===== src/rtl/core/wbpd_pkg.sv =====
`timescale 1ns / 1ps
// Shared types, widths and helper functions for the WAH bitmap position decoder.
// Used by the controller, the datapath, the top level and the checker.
package wbpd_pkg;

	localparam int WORD_W    = 32;
	localparam int PAYLOAD_W = 31;
	localparam int COUNT_W   = 30;
	localparam int POS_W     = 48;
	localparam int RUN_W     = 35;
	localparam int TZ_W      = 5;

	localparam int LITERAL_FLAG = 31;
	localparam int ONEFILL_FLAG = 30;

	localparam logic [POS_W-1:0] WORD_BITS = POS_W'(31);

	localparam logic KIND_SINGLE = 1'b0;
	localparam logic KIND_RUN    = 1'b1;

	typedef struct packed {
		logic load;
		logic emit;
	} wbpd_cmd_t;

	typedef struct packed {
		logic in_has_result;
		logic emit_last;
		logic out_free;
	} wbpd_status_t;

	function automatic logic [TZ_W-1:0] lowest_set(input logic [PAYLOAD_W-1:0] v);
		logic [TZ_W-1:0] n;
		n = '0;
		for (int i = PAYLOAD_W - 1; i >= 0; i--) begin
			if (v[i]) begin
				n = TZ_W'(i);
			end
		end
		return n;
	endfunction

endpackage


===== src/rtl/core/wah_bitmap_position_decoder.sv =====
`timescale 1ns / 1ps
// Top level of the WAH bitmap position decoder: controller plus datapath.
// Depends on wbpd_pkg, wbpd_ctrl and wbpd_dp.

// The block takes one 32-bit WAH word per item and returns the positions of its set
// bits. A literal with k set payload bits gives k single-bit results, one per cycle
// while the output is not stalled, lowest bit first, and a nonzero one-fill gives one
// run result; the input stays stalled until the last result of a word has gone into the
// single output register, which the pending payload feeds one result at a time.
// Zero-fills, empty literals and zero-length one-fills give no result and do not stall
// the input. The next word is taken while the last result of the previous one still
// waits in the output register.
module wah_bitmap_position_decoder (
	input  logic                           clk,
	input  logic                           arst_n,
	input  logic                           in_valid,
	output logic                           in_stall,
	input  logic [wbpd_pkg::WORD_W-1:0]    word,
	input  logic                           first_word,
	output logic                           out_valid,
	input  logic                           out_stall,
	output logic                           kind,
	output logic [wbpd_pkg::POS_W-1:0]     position,
	output logic [wbpd_pkg::RUN_W-1:0]     run_length,
	output logic                           last
);
	import wbpd_pkg::*;

	wbpd_cmd_t    cmd;
	wbpd_status_t status;

	wbpd_ctrl u_ctrl (
		.clk      (clk),
		.arst_n   (arst_n),
		.in_valid (in_valid),
		.in_stall (in_stall),
		.status   (status),
		.cmd      (cmd)
	);

	wbpd_dp u_dp (
		.clk        (clk),
		.arst_n     (arst_n),
		.cmd        (cmd),
		.status     (status),
		.word       (word),
		.first_word (first_word),
		.out_stall  (out_stall),
		.out_valid  (out_valid),
		.kind       (kind),
		.position   (position),
		.run_length (run_length),
		.last       (last)
	);

endmodule


===== src/rtl/core/wbpd_ctrl.sv =====
`timescale 1ns / 1ps
// Controller state machine of the WAH bitmap position decoder.
// Depends on wbpd_pkg for the command and status structs.
module wbpd_ctrl (
	input  logic                    clk,
	input  logic                    arst_n,
	input  logic                    in_valid,
	output logic                    in_stall,
	input  wbpd_pkg::wbpd_status_t  status,
	output wbpd_pkg::wbpd_cmd_t     cmd
);
	import wbpd_pkg::*;

	localparam logic S_IDLE = 1'b0;
	localparam logic S_EMIT = 1'b1;

	logic state_q;
	logic state_d;

	always_comb begin
		state_d  = state_q;
		cmd.load = 1'b0;
		cmd.emit = 1'b0;
		unique case (state_q)
			S_IDLE: begin
				cmd.load = in_valid;
				if (in_valid && status.in_has_result) begin
					state_d = S_EMIT;
				end
			end
			S_EMIT: begin
				cmd.emit = status.out_free;
				if (status.out_free && status.emit_last) begin
					state_d = S_IDLE;
				end
			end
			default: begin
				state_d = S_IDLE;
			end
		endcase
	end

	assign in_stall = (state_q != S_IDLE);

	always_ff @(posedge clk or negedge arst_n) begin
		if (!arst_n) begin
			state_q <= S_IDLE;
		end else begin
			state_q <= state_d;
		end
	end

endmodule


===== src/rtl/core/wbpd_dp.sv =====
`timescale 1ns / 1ps
// Datapath of the WAH bitmap position decoder: running position, pending payload
// and the output register. Depends on wbpd_pkg.
module wbpd_dp (
	input  logic                                 clk,
	input  logic                                 arst_n,
	input  wbpd_pkg::wbpd_cmd_t                  cmd,
	output wbpd_pkg::wbpd_status_t               status,
	input  logic [wbpd_pkg::WORD_W-1:0]          word,
	input  logic                                 first_word,
	input  logic                                 out_stall,
	output logic                                 out_valid,
	output logic                                 kind,
	output logic [wbpd_pkg::POS_W-1:0]           position,
	output logic [wbpd_pkg::RUN_W-1:0]           run_length,
	output logic                                 last
);
	import wbpd_pkg::*;

	logic [POS_W-1:0]     pos_q;
	logic [POS_W-1:0]     base_q;
	logic [PAYLOAD_W-1:0] pend_q;
	logic                 fill_q;
	logic [RUN_W-1:0]     range_q;
	logic                 out_valid_q;
	logic                 kind_q;
	logic [POS_W-1:0]     position_q;
	logic [RUN_W-1:0]     run_length_q;
	logic                 last_q;

	logic                 is_literal;
	logic [COUNT_W-1:0]   count;
	logic [RUN_W-1:0]     range;
	logic [POS_W-1:0]     pos_start;
	logic [POS_W-1:0]     advance;
	logic [TZ_W-1:0]      tz;
	logic [PAYLOAD_W-1:0] rest;

	assign is_literal = word[LITERAL_FLAG];
	assign count      = word[COUNT_W-1:0];
	assign range      = {count, 5'b00000} - {5'b00000, count};
	assign pos_start  = first_word ? '0 : pos_q;
	assign advance    = is_literal ? WORD_BITS : {{(POS_W - RUN_W){1'b0}}, range};

	assign tz   = lowest_set(pend_q);
	assign rest = pend_q & (pend_q - PAYLOAD_W'(1));

	assign status.in_has_result = is_literal ? (word[PAYLOAD_W-1:0] != '0)
	                                         : (word[ONEFILL_FLAG] && (count != '0));
	assign status.emit_last     = fill_q || (rest == '0);
	assign status.out_free      = !out_valid_q || !out_stall;

	always_ff @(posedge clk or negedge arst_n) begin
		if (!arst_n) begin
			pos_q       <= '0;
			out_valid_q <= 1'b0;
		end else begin
			if (cmd.load) begin
				pos_q <= pos_start + advance;
			end
			if (cmd.emit) begin
				out_valid_q <= 1'b1;
			end else if (!out_stall) begin
				out_valid_q <= 1'b0;
			end
		end
	end

	always_ff @(posedge clk) begin
		if (cmd.load) begin
			base_q  <= pos_start;
			pend_q  <= word[PAYLOAD_W-1:0];
			fill_q  <= !is_literal;
			range_q <= range;
		end else if (cmd.emit && !fill_q) begin
			pend_q <= rest;
		end
		if (cmd.emit) begin
			if (fill_q) begin
				kind_q       <= KIND_RUN;
				position_q   <= base_q;
				run_length_q <= range_q;
				last_q       <= 1'b1;
			end else begin
				kind_q       <= KIND_SINGLE;
				position_q   <= base_q + {{(POS_W - TZ_W){1'b0}}, tz};
				run_length_q <= RUN_W'(1);
				last_q       <= (rest == '0);
			end
		end
	end

	assign out_valid  = out_valid_q;
	assign kind       = kind_q;
	assign position   = position_q;
	assign run_length = run_length_q;
	assign last       = last_q;

endmodule


===== config.mk =====
export PLATFORM = sky130hd
export DESIGN_NAME = wah_bitmap_position_decoder
export DESIGN_NICKNAME = d
export VERILOG_FILES = /design/src/rtl/core/wbpd_pkg.sv /design/src/rtl/core/wah_bitmap_position_decoder.sv /design/src/rtl/core/wbpd_ctrl.sv /design/src/rtl/core/wbpd_dp.sv
export SDC_FILE = /design/constraint.sdc
export NUM_CORES = 1
export LEC_CHECK = 0
export ABC_AREA = 1
export ABC_CLOCK_PERIOD_IN_PS = 12560
export BUFFER_PORTS_ARGS = -buffer_cell sky130_fd_sc_hd__buf_2
export CORE_UTILIZATION = 60
export DETAILED_ROUTE_END_ITERATION = 10
export GPL_TIMING_DRIVEN = 0
export PLACE_DENSITY = 0.8
export SYNTH_ARGS = -nofsm -noshare
export SYNTH_HDL_FRONTEND = slang
export SYNTH_SLANG_ARGS = --single-unit

===== constraint.sdc =====
create_clock -name clk -period 12.56 [get_ports clk]
set_input_delay 0.628 -clock clk [delete_from_list [all_inputs] [get_ports clk]]
set_output_delay 0.628 -clock clk [all_outputs]
set_load 0.05 [all_outputs]

# [Word level (Yosys, flattened, before mapping)]
# Cells that the tools add are included.
[op_classes] bitwise_logic=2 n_eq_ne=1 n_reduce_logical=14 n_mux=45 add_sub_neg=4
[op_table] op="$mux 5" count=31
[op_table] op="$mux 48" count=2
[op_table] op="$mux 31" count=2
[op_table] op="$add 48x48->48" count=1
[op_table] op="$add 48x5->48" count=1
[op_table] op="$mux 35" count=1
[op_table] op="$sub 35x30->35" count=1
[op_table] op="$and 31x31->31" count=1
[op_table] op="$logic_not 31->1" count=1
[op_table] op="$reduce_bool 31->1" count=1
[op_table] op="$sub 31x1->31 const B" count=1
[op_table] op="$reduce_bool 30->1" count=1
[op_table] op="$mux 1" count=8
[op_table] op="$logic_and 1x1->1" count=4
[op_table] op="$logic_not 1->1" count=4
[op_table] op="$logic_or 1x1->1" count=2
[op_table] op="$ne 2x1->1 const B" count=1
[op_table] op="$pmux 1 s2" count=1
[op_table] op="$reduce_bool 2->1" count=1
[op_table] op="$not 1->1" count=1
[totals] output_inout_bits=87 reg_bits=250 word_cells=77

# [Depth between registers and ports, before layout]
[depth] ltp_word=33 ltp_mapped=49 mapped_depth_nobuf=49

# [Hierarchy]
# A second synthesis with hierarchy kept.
[hier_totals] hier_cells=1696 hier_area_um2=14771.7
[modules_own_cells] mod="wbpd_dp" area_each_um2=14711.6 instances=1 cells_per_inst=1686 seq_area_each_um2=7231.9
[modules_own_cells] mod="wbpd_ctrl" area_each_um2=60.1 instances=1 cells_per_inst=10 seq_area_each_um2=25.0

# [Worst setup path after synthesis]
# Ideal clock, no wire load.
[synth_path] kind="flip-flop to flip-flop" start="register u_ctrl.state_q, in the netlist u_ctrl.in_stall" end="register u_dp.pend_q[0] (enable)" path_stages_with_launch=5 setup_slack_ns=6.238 arrival_time_ns=5.933 synth_period_minus_slack_ns=6.322 setup_ns=0.389 path_buffers=0 required_ns=12.171 path_cell_list="dfrtp_1 > inv_1 > a21oi_1 > nand2_1 > nand2_1"
[synth_rtl] element="start, declared" line_no="wbpd_ctrl.sv:17" source="logic state_q;"
[synth_rtl] element="start signal, assigned" line_no="wbpd_ctrl.sv:49" source="state_q <= state_d;"
[synth_rtl] element="end signal, assigned" line_no="wbpd_dp.sv:72" source="pend_q <= word[PAYLOAD_W-1:0];"
[synth_rtl] element="end signal, assigned" line_no="wbpd_dp.sv:76" source="pend_q <= rest;"
[synth_rtl] element="end, declared" line_no="wbpd_dp.sv:22" source="logic [PAYLOAD_W-1:0] pend_q;"

# [Worst setup path after layout]
[layout_path] start="register u_dp.pend_q[28]" end="register u_dp.position_q[34], in the netlist u_dp.position[34], data pin"
[layout_between] elab_chain_cells=31
[layout_lines] element="$mux 5 (29 in series)" line_no="wbpd_pkg.sv:36" source="if (v[i]) begin"
[layout_lines] element="$add 48x5->48" line_no="wbpd_dp.sv:86" source="position_q <= base_q + {{(POS_W - TZ_W){1'b0}}, tz};"
[layout_lines] element="$mux 48" line_no="wbpd_dp.sv:79" source="if (fill_q) begin"
[layout_lines] element="end signal, assigned" line_no="wbpd_dp.sv:81" source="position_q <= base_q;"
[layout_lines] element="end signal, assigned" line_no="wbpd_dp.sv:86"
[layout_lines] element="end, declared" line_no="wbpd_dp.sv:27" source="logic [POS_W-1:0] position_q;"
# Every way passes these cells.
# A chain may end at the register's enable or synchronous reset.

==> impl_metrics.yaml <==
outcome:
  status: "finished clean"
clock_network:
  postCtsSetupBuffers: 0
  cts_root_buffer: "clkbuf_16"
  cts_sinks: 250
  holdBufCountCts: 0
  clock_latency_ns: 0.54
  htreeDepth: 1
  clk_pin_slew_ns: 0.06
  cts_tree: "built"
  numCtsBuffers: 27
  clockBufferDepth: 3
  cts_resized: 0
critical_path:
  cpMostUsedCell: "nand2_1"
  crit_path_start: "u_dp.pend_q[28]$_DFFE_PP_"
  cp_slowest_cell: "edfxtp_1"
  critPathKind: "register to register"
  worstPathMaxFanout: 3
  r2r_cells: 45
  r2r_slack_ns: 7.69
  rr_endpoint: "u_dp.position[34]$_DFFE_PP_"
  crit_arrival_ns: 5.14
  regToRegStartpoint: "u_dp.pend_q[28]$_DFFE_PP_"
  startpoint_type: "register"
  cp.required_ns: 12.83
  slowest_delay_ns: 0.42
  end_kind: "register"
  crit_end: "u_dp.position[34]$_DFFE_PP_"
floorplanning:
  die_w_um: 159
  start_util: 0.619
  io_pins: 124
  die_y_um: 159
  die-area_um2: 25100
  num_rows: 56
  core_area_um2: 23800
route:
  met2_length_mm: 17.3
  viasPerCell: 5.65
  highest_layer: "met5"
  wl_per_cell_um: 18.1
  wirelength_mm: 39.3
  first_iter_violations: 1097
  m1WireLength_mm: 17.4
  dr.pass1.iters: 6
  drc: 0
  vias: 12200
  ant_nets: 0
  wl_met3_mm: 3.25
grt:
  gr-total-overflow: 0
  antenna_found_initial: 2
  track_usage: 0.325
  grt_first_pass_wirelength_mm: 61.4
  grt_max_degree: 74
  grt_pass1_vias: 11600
place:
  gp_congestion: 0.962
  place_inst: 2116
  place_hpwl_mm: 30.4
  numPortBuffers: 123
cells_and_area:
  drive_above_1_share: 0.139
  finalNetCount: 1931
  areaGrowthSynthToFinish_pct: 13.6
  postLayoutCoreUtil: 0.703
  final_cells: 2166
timing:
  fin_crit_ns: 4.87
  post-route-period-util: 0.388
  max_slew_margin: 0.191
  finalMaxSlewViolations: 0
  rsz0062_at_grt: "no"
  final_hold_viol_count: 0
  finalSetupViolCount: 0
  max_freq_mhz: 205
  fin_skew_ns: 0.0181
  worst_slew_pin_slew_ns: 1.21
  setup_tns_ns: 0
power:
  pwr_density_cell_nw_per_um2: 208
  seq_power_share: 0.394
  p_clk_frac: 0.229
  p_leak_nw: 7.42
  p_switching_w: 0.00143
  switching_share: 0.414
  intPower_w: 0.00203
  comb_power_share: 0.377
  peakVddDrop_uv: 170
  p_total_w: 0.00347
logic_synthesis:
  ys_seq_elements: 250
  syn_avg_cell_area_um2: 8.80
  synthDistinctLibCells: 59
  ys_warn_count: 0
  postSynthCellCount: 1671
  syn_area_um2: 14700
  syn_nets: 1776
  ys_seq_area_frac: 0.493
job:
  drv_cap: 0
hold_path:
  hp-class: "input pin to async pin"
power by group through the flow:
stage / logic, W / clock network, W / registers, W
floorplan: 0.000639 / 0 / 0.00167
global placement: 0.00124 / 0 / 0.00140
detailed placement: 0.00128 / 0 / 0.00138
CTS: 0.00129 / 0.000800 / 0.00136
global route: 0.00143 / 0.000828 / 0.00139
finish: 0.00131 / 0.000793 / 0.00137
placed cells by master (no fill, tap or decap), types with 5 or more instances in the layout:
cell        synthesis  routed
nand2_1           361     360
inv_1             245     245
edfxtp_1          200     200
nor2_1            183     183
buf_2               0     123
o21ai_0            95      95
a21oi_1            77      76
xor2_1             70      70
ha_1               66      66
nand3_1            50      50
dfrtp_1            50      50
xnor2_1            32      32
nand4_1            27      27
clkbuf_16           0      27
nor3_1             26      26
clkbuf_1           23      24
inv_2              15      15
nor4_1             14      14
or2_2              14      14
a31oi_1            13      13
nand2_2            10      11
o31ai_1             9       9
nand3_2             6       6
o21ai_1             6       6
nor2_2              6       6
buf_1               6       6
clkinv_2            0       6
nor3_2              5       5
o21a_1              5       5
o221ai_1            5       5
nor2_4              5       5
clkinvlp_4          0       5
cell type report:
cell class,count,area [µm²]
sequential,250,7260
antenna,1,2.50
timing repair buffer,126,683
tap,319,399
fill,1836,7050
clock buffer,30,697
buffer,29,113
inverter,261,980
clock inverter,19,196
multi-input combinational,1131,6380
Yosys cell counts, drive strengths merged:
| cell | instances | area share |
|---|---|---|
| o221ai | 5 | 0.0030 |
| o21ai | 105 | 0.037 |
| clkbuf | 23 | 0.0059 |
| nor4 | 15 | 0.0074 |
| edfxtp | 200 | 0.41 |
| a21oi | 82 | 0.030 |
| xor2 | 71 | 0.043 |
| xnor2 | 32 | 0.019 |
| a2111oi | 1 | 0.00060 |
| o31ai | 10 | 0.0060 |
| inv | 260 | 0.066 |
| nand3 | 56 | 0.021 |
| o211ai | 3 | 0.0015 |
| nor3 | 32 | 0.013 |
| nor3b | 1 | 0.00051 |
| or2 | 15 | 0.0064 |
| o22ai | 2 | 0.00085 |
| o21bai | 4 | 0.0031 |
| a22o | 1 | 0.00060 |
| and2 | 2 | 0.00085 |
| o311ai | 1 | 0.00060 |
| a21boi | 2 | 0.0015 |
| nand3b | 1 | 0.00051 |
| and3 | 3 | 0.0013 |
| nand2 | 372 | 0.097 |
| nand4 | 29 | 0.014 |
| or4 | 2 | 0.0010 |
| a31oi | 13 | 0.0055 |
| ha | 66 | 0.056 |
| fa | 2 | 0.0027 |
| o21a | 5 | 0.0026 |
| o211a | 1 | 0.00068 |
| a221oi | 1 | 0.00060 |
| dfrtp | 50 | 0.085 |
| o2111ai | 1 | 0.00060 |
| clkinv | 1 | 0.00025 |
| buf | 6 | 0.0015 |
| nor2 | 195 | 0.054 |
metrics by stage:
step / hold WS (ns) / setup WS [ns] / cell area, µm²
global placement: 0.467 / 4.50 / 15700
floorplan: 0.332 / 6.24 / 14700
finish: 0.366 / 7.69 / 16700
global route: 0.418 / 7.27 / 16700
CTS: 0.388 / 7.74 / 16700
detailed placement: 0.473 / 7.30 / 15800
state kept, by name (all words and copies together) (netlist names):
name             count
u_dp.base_q         48
u_dp.pos_q          48
u_dp.position       48
u_dp.range_q        35
u_dp.run_length     35
u_dp.pend_q         31
u_ctrl.in_stall      1
u_dp.fill_q          1
u_dp.kind            1
u_dp.last            1
u_dp.out_valid       1
worst min-delay path by stage:
stage               cells past startpoint                       start  slack [ns]                    endpoint
CTS                                     1                      arst_n        0.39  u_dp.pos_q[30]$_DFFE_PN0P_
global placement                        2  u_dp.pos_q[18]$_DFFE_PN0P_        0.47  u_dp.pos_q[18]$_DFFE_PN0P_
floorplan                               0                      arst_n        0.33   u_ctrl.in_stall$_DFF_PN0_
global route                            1                     word[0]        0.42   u_dp.range_q[0]$_DFFE_PP_
finish                                  1                      arst_n        0.37  u_dp.pos_q[30]$_DFFE_PN0P_
detailed placement                      2  u_dp.pos_q[18]$_DFFE_PN0P_        0.47  u_dp.pos_q[18]$_DFFE_PN0P_
layer usage:
layer,vias up,global-route usage
li1,5857,-
met1,5716,0.461
met2,568,0.505
met3,86,0.0438
met4,2,0.129
met5,-,0
logic make-up (layout without fill, tap and decap cells):
group	after synthesis	count (layout)	synth area share
XOR/XNOR	103	103	0.0618
adder cells (fa/ha/maj)	68	68	0.0589
buffers and inverters	290	465	0.0740
AO/OA/AOI/OAI	237	237	0.0942
flip-flops	250	250	0.493
AND/OR/NAND/NOR	723	723	0.218
other	0	1	0
critical path: cells and delay by family, from the launching register on:
family,cells,cell delay [ns]
simple gates,35,2.76
fa+ha+maj,2,0.46
buf+inv,5,0.44
flops,1,0.42
compound gates,2,0.41
xor+xnor,1,0.15
Power figures use the tool's default switching activity.
